**config.mk**
```make
export PLATFORM = sky130hd
export DESIGN_NAME = sao_edge_diag135_stats_top
export DESIGN_NICKNAME = d
export VERILOG_FILES = /design/src/sed135_pkg.sv /design/src/sed135_class.sv /design/src/sao_edge_diag135_stats_top.sv
export SDC_FILE = /design/constraint.sdc
export NUM_CORES = 2
export LEC_CHECK = 0
export BUFFER_PORTS_ARGS = -buffer_cell sky130_fd_sc_hd__buf_2
export CAP_MARGIN = 5
export CORE_ASPECT_RATIO = 0.7
export CORE_MARGIN = 8
export CORE_UTILIZATION = 45
export CTS_BUF_LIST = sky130_fd_sc_hd__clkbuf_8
export CTS_CLUSTER_SIZE = 12
export DETAILED_ROUTE_END_ITERATION = 12
export PLACE_DENSITY = 0.65
export RECOVER_POWER = 50
export SYNTH_ARGS = -nofsm -noshare
export SYNTH_HDL_FRONTEND = slang
export SYNTH_HIERARCHICAL = 1
export SYNTH_SLANG_ARGS = --single-unit
```
**constraint.sdc**
```tcl
create_clock -name clk -period 8.05 [get_ports clk]
set_input_delay 1.2075 -clock clk [delete_from_list [all_inputs] [get_ports clk]]
set_output_delay 1.2075 -clock clk [all_outputs]
set_load 0.02 [all_outputs]
```
**src/sed135_pkg.sv**
```systemverilog
// Shared types, constants and sign/class helpers for the SAO 135-degree statistics block.
`timescale 1ns / 1ps

package sed135_pkg;

    localparam int NUM_CLASSES = 5;
    localparam int CLASS_W     = 3;
    localparam int SUM_W       = 32;
    localparam int CNT_W       = 31;
    localparam int DIFF_W      = 16;
    localparam int PIX_W       = 8;
    localparam int TOT_W       = 3;

    localparam logic KIND_PIXEL = 1'b0;
    localparam logic KIND_TOTAL = 1'b1;

    localparam logic [1:0] SIGN_CODE_ZERO = 2'b00;
    localparam logic [1:0] SIGN_CODE_POS  = 2'b01;

    typedef logic signed [1:0]   sign_t;
    typedef logic [CLASS_W-1:0]  class_idx_t;
    typedef logic signed [SUM_W-1:0] sum_t;
    typedef logic [CNT_W-1:0]    cnt_t;

    typedef struct packed {
        sign_t      next_sign;
        sign_t      start_sign;
        class_idx_t cls;
    } class_info_t;

    // Sign of (a - b) for unsigned pixels.
    function automatic sign_t pixel_sign(input logic [PIX_W-1:0] a, input logic [PIX_W-1:0] b);
        sign_t s;
        if (a > b)
            s = 2'sd1;
        else if (a < b)
            s = -2'sd1;
        else
            s = 2'sd0;
        return s;
    endfunction

    // Decode a stored 2-bit sign; the unused code -2 saturates to -1.
    function automatic sign_t decode_sign(input logic [1:0] code);
        sign_t s;
        case (code)
            SIGN_CODE_ZERO: s = 2'sd0;
            SIGN_CODE_POS:  s = 2'sd1;
            default:        s = -2'sd1;
        endcase
        return s;
    endfunction

    // Edge type -2,-1,0,1,2 maps to class 1,2,0,3,4.
    function automatic class_idx_t edge_class(input logic signed [2:0] edge_type);
        class_idx_t c;
        case (edge_type)
            -3'sd2:  c = 3'd1;
            -3'sd1:  c = 3'd2;
            3'sd0:   c = 3'd0;
            3'sd1:   c = 3'd3;
            default: c = 3'd4;
        endcase
        return c;
    endfunction

endpackage

```
**src/sed135_class.sv**
```systemverilog
// Edge classification: down sign, edge class and the signs stored for the next row.
`timescale 1ns / 1ps

module sed135_class (
    input  logic [sed135_pkg::PIX_W-1:0] cur_pixel,
    input  logic [sed135_pkg::PIX_W-1:0] diag_pixel,
    input  logic [1:0]                   up_sign,
    input  logic                         row_start,
    input  logic [sed135_pkg::PIX_W-1:0] left_pixel,
    input  logic [sed135_pkg::PIX_W-1:0] below_pixel,
    output sed135_pkg::class_info_t      info
);
    import sed135_pkg::*;

    sign_t              down_sign;
    sign_t              up_dec;
    logic signed [2:0]  edge_type;

    always_comb
    begin
        down_sign = pixel_sign(cur_pixel, diag_pixel);
        up_dec    = decode_sign(up_sign);
        edge_type = 3'(down_sign) + 3'(up_dec);

        info.cls        = edge_class(edge_type);
        info.next_sign  = -down_sign;
        info.start_sign = row_start ? pixel_sign(below_pixel, left_pixel) : 2'sd0;
    end

endmodule

```
**src/sao_edge_diag135_stats_top.sv**
```systemverilog
// Top level of the SAO edge-offset 135-degree statistics block.
`timescale 1ns / 1ps

// Usage:
//   Pixel channel (pix_valid / pix_stall): one transaction per pixel with the current
//   and lower-right pixels, the stored up sign, the diff, and row_start / end_of_block /
//   clear_before flags. Result channel (res_valid / res_stall): one pixel result per
//   pixel; an end_of_block pixel is followed by five class totals, class 0 to 4, and
//   last marks the final result of each pixel transaction.
// Pipeline: an accepted pixel is held in the input register; its result is then
//   registered in the result register and shows on the result ports from then on.
// Throughput: one pixel per cycle while the receiver takes results. An end_of_block
//   pixel occupies the result register for its pixel result plus five totals,
//   during which the next pixel waits in the input register.
// Reset: clears all class sums and counts and drops any transaction in flight.
// Receiver stall: hold the result register; the input register still takes one
//   pixel, then pix_stall rises until the result register frees up.
module sao_edge_diag135_stats_top (
    input  logic                              clk,
    input  logic                              rst_n,
    input  logic                              pix_valid,
    output logic                              pix_stall,
    input  logic [sed135_pkg::PIX_W-1:0]      cur_pixel,
    input  logic [sed135_pkg::PIX_W-1:0]      diag_pixel,
    input  logic signed [1:0]                 up_sign,
    input  logic signed [sed135_pkg::DIFF_W-1:0] diff,
    input  logic                              row_start,
    input  logic [sed135_pkg::PIX_W-1:0]      left_pixel,
    input  logic [sed135_pkg::PIX_W-1:0]      below_pixel,
    input  logic                              end_of_block,
    input  logic                              clear_before,
    output logic                              res_valid,
    input  logic                              res_stall,
    output logic                              kind,
    output logic signed [1:0]                 next_up_sign,
    output logic signed [1:0]                 start_up_sign,
    output logic [sed135_pkg::CLASS_W-1:0]    class_index,
    output logic signed [sed135_pkg::SUM_W-1:0] class_sum,
    output logic [sed135_pkg::CNT_W-1:0]      class_count,
    output logic                              last
);
    import sed135_pkg::*;

    // Input register
    logic                 in_valid_reg, in_valid_next;
    logic [PIX_W-1:0]     cur_reg, diag_reg, left_reg, below_reg;
    logic [1:0]           up_reg;
    logic [DIFF_W-1:0]    diff_reg;
    logic                 row_start_reg, eob_reg, clear_reg;

    // Class statistics, one lane per class
    sum_t                 sum_reg  [NUM_CLASSES];
    cnt_t                 cnt_reg  [NUM_CLASSES];
    sum_t                 sum_next [NUM_CLASSES];
    cnt_t                 cnt_next [NUM_CLASSES];

    // Snapshot line for the end-of-block totals, shifted out at lane 0
    sum_t                 tot_sum_reg  [NUM_CLASSES];
    cnt_t                 tot_cnt_reg  [NUM_CLASSES];
    sum_t                 tot_sum_next [NUM_CLASSES];
    cnt_t                 tot_cnt_next [NUM_CLASSES];
    logic [TOT_W-1:0]     tot_left_reg, tot_left_next;

    // Result register
    logic                 out_valid_reg, out_valid_next;
    logic                 kind_reg, kind_next;
    sign_t                nus_reg, nus_next;
    sign_t                sus_reg, sus_next;
    class_idx_t           cls_reg, cls_next;
    sum_t                 osum_reg, osum_next;
    cnt_t                 ocnt_reg, ocnt_next;
    logic                 last_reg, last_next;

    class_info_t          info;
    logic                 out_free;
    logic                 consume;
    logic                 pix_accept;
    sum_t                 diff_ext;
    sum_t                 pix_sum;
    cnt_t                 pix_cnt;

    sed135_class u_class (
        .cur_pixel   (cur_reg),
        .diag_pixel  (diag_reg),
        .up_sign     (up_reg),
        .row_start   (row_start_reg),
        .left_pixel  (left_reg),
        .below_pixel (below_reg),
        .info        (info)
    );

    // Result slot frees when empty or taken this cycle; totals go before the next pixel.
    assign out_free   = !out_valid_reg || !res_stall;
    assign consume    = in_valid_reg && out_free && (tot_left_reg == '0);
    assign pix_stall  = in_valid_reg && !consume;
    assign pix_accept = pix_valid && !pix_stall;
    assign diff_ext   = SUM_W'($signed(diff_reg));

    // Per-lane update: clear first, then count the pixel in its class.
    always_comb
    begin
        pix_sum = '0;
        pix_cnt = '0;
        for (int k = 0; k < NUM_CLASSES; k++)
        begin
            sum_next[k] = clear_reg ? '0 : sum_reg[k];
            cnt_next[k] = clear_reg ? '0 : cnt_reg[k];
            if (info.cls == CLASS_W'(k))
            begin
                sum_next[k] = sum_next[k] + diff_ext;
                if (cnt_next[k] != '1)
                    cnt_next[k] = cnt_next[k] + 1'b1;
            end
            // one-hot select of the updated lane for the pixel result
            if (info.cls == CLASS_W'(k))
            begin
                pix_sum = sum_next[k];
                pix_cnt = cnt_next[k];
            end
        end
    end

    // Result register and totals sequencing
    always_comb
    begin
        in_valid_next  = pix_accept ? 1'b1 : (consume ? 1'b0 : in_valid_reg);
        out_valid_next = out_valid_reg && res_stall;
        kind_next      = kind_reg;
        nus_next       = nus_reg;
        sus_next       = sus_reg;
        cls_next       = cls_reg;
        osum_next      = osum_reg;
        ocnt_next      = ocnt_reg;
        last_next      = last_reg;
        tot_left_next  = tot_left_reg;
        for (int k = 0; k < NUM_CLASSES; k++)
        begin
            tot_sum_next[k] = tot_sum_reg[k];
            tot_cnt_next[k] = tot_cnt_reg[k];
        end

        if ((tot_left_reg != '0) && out_free)
        begin
            // emit the head of the snapshot line and advance it
            out_valid_next = 1'b1;
            kind_next      = KIND_TOTAL;
            nus_next       = 2'sd0;
            sus_next       = 2'sd0;
            cls_next       = CLASS_W'(NUM_CLASSES) - CLASS_W'(tot_left_reg);
            osum_next      = tot_sum_reg[0];
            ocnt_next      = tot_cnt_reg[0];
            last_next      = (tot_left_reg == TOT_W'(1));
            tot_left_next  = tot_left_reg - 1'b1;
            for (int k = 0; k < NUM_CLASSES - 1; k++)
            begin
                tot_sum_next[k] = tot_sum_reg[k+1];
                tot_cnt_next[k] = tot_cnt_reg[k+1];
            end
        end
        else if (consume)
        begin
            out_valid_next = 1'b1;
            kind_next      = KIND_PIXEL;
            nus_next       = info.next_sign;
            sus_next       = info.start_sign;
            cls_next       = info.cls;
            osum_next      = pix_sum;
            ocnt_next      = pix_cnt;
            last_next      = !eob_reg;
            if (eob_reg)
            begin
                tot_left_next = TOT_W'(NUM_CLASSES);
                for (int k = 0; k < NUM_CLASSES; k++)
                begin
                    tot_sum_next[k] = sum_next[k];
                    tot_cnt_next[k] = cnt_next[k];
                end
            end
        end
    end

    always_ff @(posedge clk or negedge rst_n)
    begin
        if (!rst_n)
        begin
            in_valid_reg  <= 1'b0;
            out_valid_reg <= 1'b0;
            tot_left_reg  <= '0;
            for (int k = 0; k < NUM_CLASSES; k++)
            begin
                sum_reg[k] <= '0;
                cnt_reg[k] <= '0;
            end
        end
        else
        begin
            in_valid_reg  <= in_valid_next;
            out_valid_reg <= out_valid_next;
            tot_left_reg  <= tot_left_next;
            if (consume)
            begin
                for (int k = 0; k < NUM_CLASSES; k++)
                begin
                    sum_reg[k] <= sum_next[k];
                    cnt_reg[k] <= cnt_next[k];
                end
            end
        end
    end

    // Payload registers: no reset
    always_ff @(posedge clk)
    begin
        if (pix_accept)
        begin
            cur_reg       <= cur_pixel;
            diag_reg      <= diag_pixel;
            up_reg        <= up_sign;
            diff_reg      <= diff;
            row_start_reg <= row_start;
            left_reg      <= left_pixel;
            below_reg     <= below_pixel;
            eob_reg       <= end_of_block;
            clear_reg     <= clear_before;
        end
        kind_reg <= kind_next;
        nus_reg  <= nus_next;
        sus_reg  <= sus_next;
        cls_reg  <= cls_next;
        osum_reg <= osum_next;
        ocnt_reg <= ocnt_next;
        last_reg <= last_next;
        for (int k = 0; k < NUM_CLASSES; k++)
        begin
            tot_sum_reg[k] <= tot_sum_next[k];
            tot_cnt_reg[k] <= tot_cnt_next[k];
        end
    end

    assign res_valid     = out_valid_reg;
    assign kind          = kind_reg;
    assign next_up_sign  = nus_reg;
    assign start_up_sign = sus_reg;
    assign class_index   = cls_reg;
    assign class_sum     = osum_reg;
    assign class_count   = ocnt_reg;
    assign last          = last_reg;

endmodule

```
[After elaboration in Yosys (flattened, before gate mapping)]
Memories as Yosys holds them, arrays and structs flattened.
Index checks and enable logic that the tools add are counted.
Cells by class
  divide/modulo/power cells: 0
  $add $sub $neg: 14
  multiply operators: 0
  eq/ne operators: 14
  reduce and logical (&&, ||, !) cells: 21
  order comparisons: 4
  shift operators: 0
  bitwise operators: 0
  mux-type cells: 65
Operators by type and width (number)
  $mux 31: 23
  $mux 32: 18
  $mux 160: 2
  $mux 155: 2
  $add 32x16->32: 5
  $add 31x1->31 const B: 5
  $ne 31x31->1 const B: 5
  $mux 128: 1
  $mux 124: 1
  $gt 8x8->1: 2
  $lt 8x8->1: 2
  $mux 3: 5
  $pmux 3 s4: 1
  $mux 2: 5
  $eq 3x1->1 const B: 3
  $eq 3x3->1 const B: 3
  $logic_not 3->1: 3
  $eq 3x2->1 const B: 2
  $logic_and 1x1->1: 6
  $mux 1: 6
  $reduce_bool 2->1: 3
  $logic_not 1->1: 5
  $pmux 2 s2: 1
  $add 2x2->3: 1
  other kinds (8): 8
Word-level totals
  bits in writable memories: 315
  output and inout port bits: 74
  bits in read-only memories: 0
  memories: 2
  logic and storage cells: 149
  bits in registers: 445
  bits in latches: 0
Memories
  tot_sum_reg: words 5, bits a word 32, read ports 5, clocked after memory_dff 0, wr ports 5, line sao_edge_diag135_stats_top.sv:58  | sum_t tot_sum_reg [NUM_CLASSES];
  tot_cnt_reg: words 5, bits a word 31, read ports 5, clocked after memory_dff 0, wr ports 5, line sao_edge_diag135_stats_top.sv:59  | cnt_t tot_cnt_reg [NUM_CLASSES];

[Longest topological paths before layout]
  depth after elaboration: 15
  gate-level depth with buffers: 23
  depth with buffers taken out: 21

[Cells and area by module]
The synthesis kept the hierarchy.
Modules (own cells, without submodules)
  sao_edge_diag135_stats_top: area each 45996.6 µm², times used 1, cells an instance 5006
  sed135_class: area each 559.3 µm², times used 1, cells an instance 78

[Least setup slack after synthesis]
OpenSTA, ideal clock, no wires.
  path type: input to register
  start: input res_stall
  end: register tot_left_reg[1]
  data required time: 7.652 ns
  buffers on the path: 0
  stages on the path: 6
  arrival: 8.821 ns
  path slack: -1.169 ns
  library setup time: 0.398 ns
  path through: a21oi_1 a21oi_1 inv_1 o21ai_0 inv_1 o22ai_1
On the way
  longest elaborated chain between the ends: 6
  elaborated cells between the ends (all ways): 9
  classes of those cells: 1 x mux; 8 x reduce/logical
Ends and longest elaborated chain
  start, declared: line sao_edge_diag135_stats_top.sv:33  | input logic res_stall,
  $logic_not 1->1 *: line sao_edge_diag135_stats_top.sv:93  | assign out_free = !out_valid_reg || !res_stall;
  $logic_or 1x1->1 *: line sao_edge_diag135_stats_top.sv:93
  $logic_and 1x1->1 (2 in a row): line sao_edge_diag135_stats_top.sv:94  | assign consume = in_valid_reg && out_free && (tot_left_reg == '0);
  $reduce_bool 2->1 (no line)
  $reduce_and 2->1 (no line)
  end signal, assigned: line sao_edge_diag135_stats_top.sv:199  | tot_left_reg <= tot_left_next;
  end, declared: line sao_edge_diag135_stats_top.sv:62  | logic [TOT_W-1:0] tot_left_reg, tot_left_next;
Mark *: on every way between the ends. The rest lies on a longest branch, timed or not.
A chain may end at the register's enable or synchronous reset.

==> impl_metrics.toml <==
[sta]
fmax_ghz = 0.138
final.setup.worst_slack_ns = 0.829
clock_skew_ns = 0.0486
setup_viol = 0
rsz0062_at_grt = "no"
maxSlewViolCount = 747
tightest_slew_ns = 6.31
period_share_pct = 89.7
slew_headroom_pct = -320
final-hold-violation-count = 0
fin_crit_ns = 7.22
tns_ns = 0

[floorplan]
rows = 98
die_w_um = 400
start_util_pct = 45.5
die_area_mm2 = 0.114
ios = 131
die_h_um = 285
core_mm2 = 0.102

[final_layout]
final-instance-count-excl-fill = 6578
nNetsFinal = 5337
area_growth_pct = 9.30
nFillCells = 9462
drive_above_1_share_pct = 7.47
fin_area_mm2 = 0.0509

[global_route]
grt_overflow = 0
grt_max_degree = 157
antenna_found_initial = 12
grt.total_usage_pct = 28.8
first_global_vias = 37987
grt_pass1_wl_um = 253000

[synth]
yosysMostFrequentCell = "nand2_1"
synth_cell_types = 107
yosysSeqAreaShare_pct = 45.5
synth.top_cells.by_area = "edfxtp_1 28%, dfrtp_1 17%, nand2_1 7.2%"
synth_edf_count = 435
syn_avg_cell_area_um2 = 9.16
synthTopCellsByCount = "889 x nand2_1, 435 x edfxtp_1, 422 x o21ai_0"
ys_ff_latch = 760
yosysWarningCount = 6
syn-num-nets = 5309
synth_ff_type = "edfxtp_1"
yosysTopAreaCell = "edfxtp_1"
syn_area_mm2 = 0.0466
async_flop_share_pct = 42.1
netlist_instances = 5084
synth_top_area_share_pct = 28.1

[worst_setup_path]
critPathMaxFanout = 56
startpoint_type = "flip-flop"
end_kind = "flip-flop"
arrival_ns = 7.93
critPathKind = "reg2reg"
required_ns = 8.76

[clock_network]
clk_pin_slew_ns = 0.06
cts_resized = 0
cts_setup_buffers = 0
cts_root_buf = "clkbuf_8"
cts_sinks = 760
clkLatencyLatePin_ns = 0.88
cts_tree = "done"
cts_hold_buffers = 0
numCtsBuffers = 135
cts_buffer_depth = 3
htreeDepth = 4

[place]
dpl.hpwl_um = 117000
dpl_cell_area_mm2 = 0.0485
place_worst_setup_slack_ns = 1.57
dpl.cell_count = 6325
place_congestion = 0.981
port-buffer-count = 130

[route]
num_vias = 41525
vias_per_cell = 6.31
initialDrtViolationCount = 5718
detailedRoute.firstPassIterationCount = 6
route.detailed.wl_per_inst_um = 26.1
drc_errors = 0
antenna_left = 0
wirelength_um = 172000

[pwr]
total_leakage_power_nw = 20.7
ir_drop_v = 0.000209
power.density_mw_per_mm2 = 303

[job]
cap_violations = 14

[run_status]
violations = "capacitance limit, slew limit"
outcome = "finished, violations left"

[hold_path]
hp-class = "reg2reg"
[path summary, 6_finish.rpt]
check | start | to | slack (ns) | depth (start not counted)
min in group asynchronous | rst_n | sum_reg[146] | 2.67 | 1
worst min register to register | kind | kind | 0.46 | 2
max in group asynchronous | rst_n | sum_reg[6] | 1.42 | 2
worst max-delay path | tot_left_reg[1] | tot_cnt_reg[0][108] | 0.83 | 8
worst min-delay path | kind | kind | 0.46 | 2
worst max register to register | tot_left_reg[1] | tot_cnt_reg[0][108] | 0.83 | 8
[critical path: stages, from the launching register on]
cell and delay, ns:
dfrtp_1 0.39, inv_1 0.15, ha_1 0.19, nor2b_1 0.27, and3_1 1.51, nand2_1 1.02, clkinvlp_2 1.65, clkbuf_2 1.39
a22o_1 0.37
[kinds of logic (layout without fill, tap and decap cells)]
| logic type | Yosys count | count (layout) | synth area share [%] |
|---|---|---|---|
| compound gates | 1422 | 1422 | 19.5 |
| mux | 74 | 74 | 1.70 |
| buf+inv | 399 | 538 | 3.32 |
| xor+xnor | 305 | 305 | 5.74 |
| simple gates | 1952 | 1952 | 19.5 |
| other cells | 0 | 5 | 0 |
| flops | 760 | 760 | 45.5 |
| fa+ha+maj | 172 | 172 | 4.72 |
[power breakdown]
part | leakage (nW) | internal, W | total [W] | switching, W
sequential | 8.70 | 0.00544 | 0.00614 | 0.000697
clock | 1.51 | 0.00179 | 0.00356 | 0.00178
combinational | 10.5 | 0.00176 | 0.00573 | 0.00398
[metrics by stage]
| step | util, % | hold WS, ns | power, W |
|---|---|---|---|
| 6_report | 49.7 | 0.457 | 0.0154 |
| 5_1_grt | 49.7 | 0.469 | 0.0161 |
| 4_1_cts | 49.9 | 0.367 | 0.0153 |
| 3_5_place_dp | 47.4 | 0.449 | 0.0117 |
| 3_3_place_gp | 47.4 | 0.438 | 0.0116 |
| 2_1_floorplan | - | 0.441 | 0.00954 |
[layout by cell type, fill, tap and decap left out, types with 67 or more instances in the layout]
cell type  netlist  routed
nor2b_1        207     205
nand3_1         91      91
edfxtp_1       435     435
o21ai_0        422     418
nor3_1          90      89
a21o_1         139     139
clkbuf_1       261      84
a31oi_1         67      67
clkbuf_8         0     150
inv_1           81     132
a22o_1         123     123
xor2_1         109     109
nand2_1        889     887
a21oi_1        339     339
nor2_1         369     360
ha_1           161     161
dfrtp_1        320     320
xnor2_1        196     195
[per-layer routing]
layer	up-vias	routed length (um)	part of all wire, %	global-route usage, %
met5	-	39	0.023	0
met4	6	3540	2.1	7.47
met3	278	25800	15	10.5
met2	2703	65600	38	37.5
met1	20095	76800	45	44.3
li1	18443	-	-	-
[area by class of cell]
class                           count  area [um^2]  share of cell area [%]
Timing Repair Buffer              207         1190                    2.33
Multi-Input combinational cell   3925        23900                    47.1
Clock inverter                     98          502                   0.986
Sequential cell                   760        21200                    41.6
Clock buffer                      150         2060                    4.06
Antenna cell                        5         12.5                  0.0246
Tap cell                         1350         1690                    3.32
Inverter                           83          315                   0.620
Note: power is estimated with default switching activity, not from simulation.
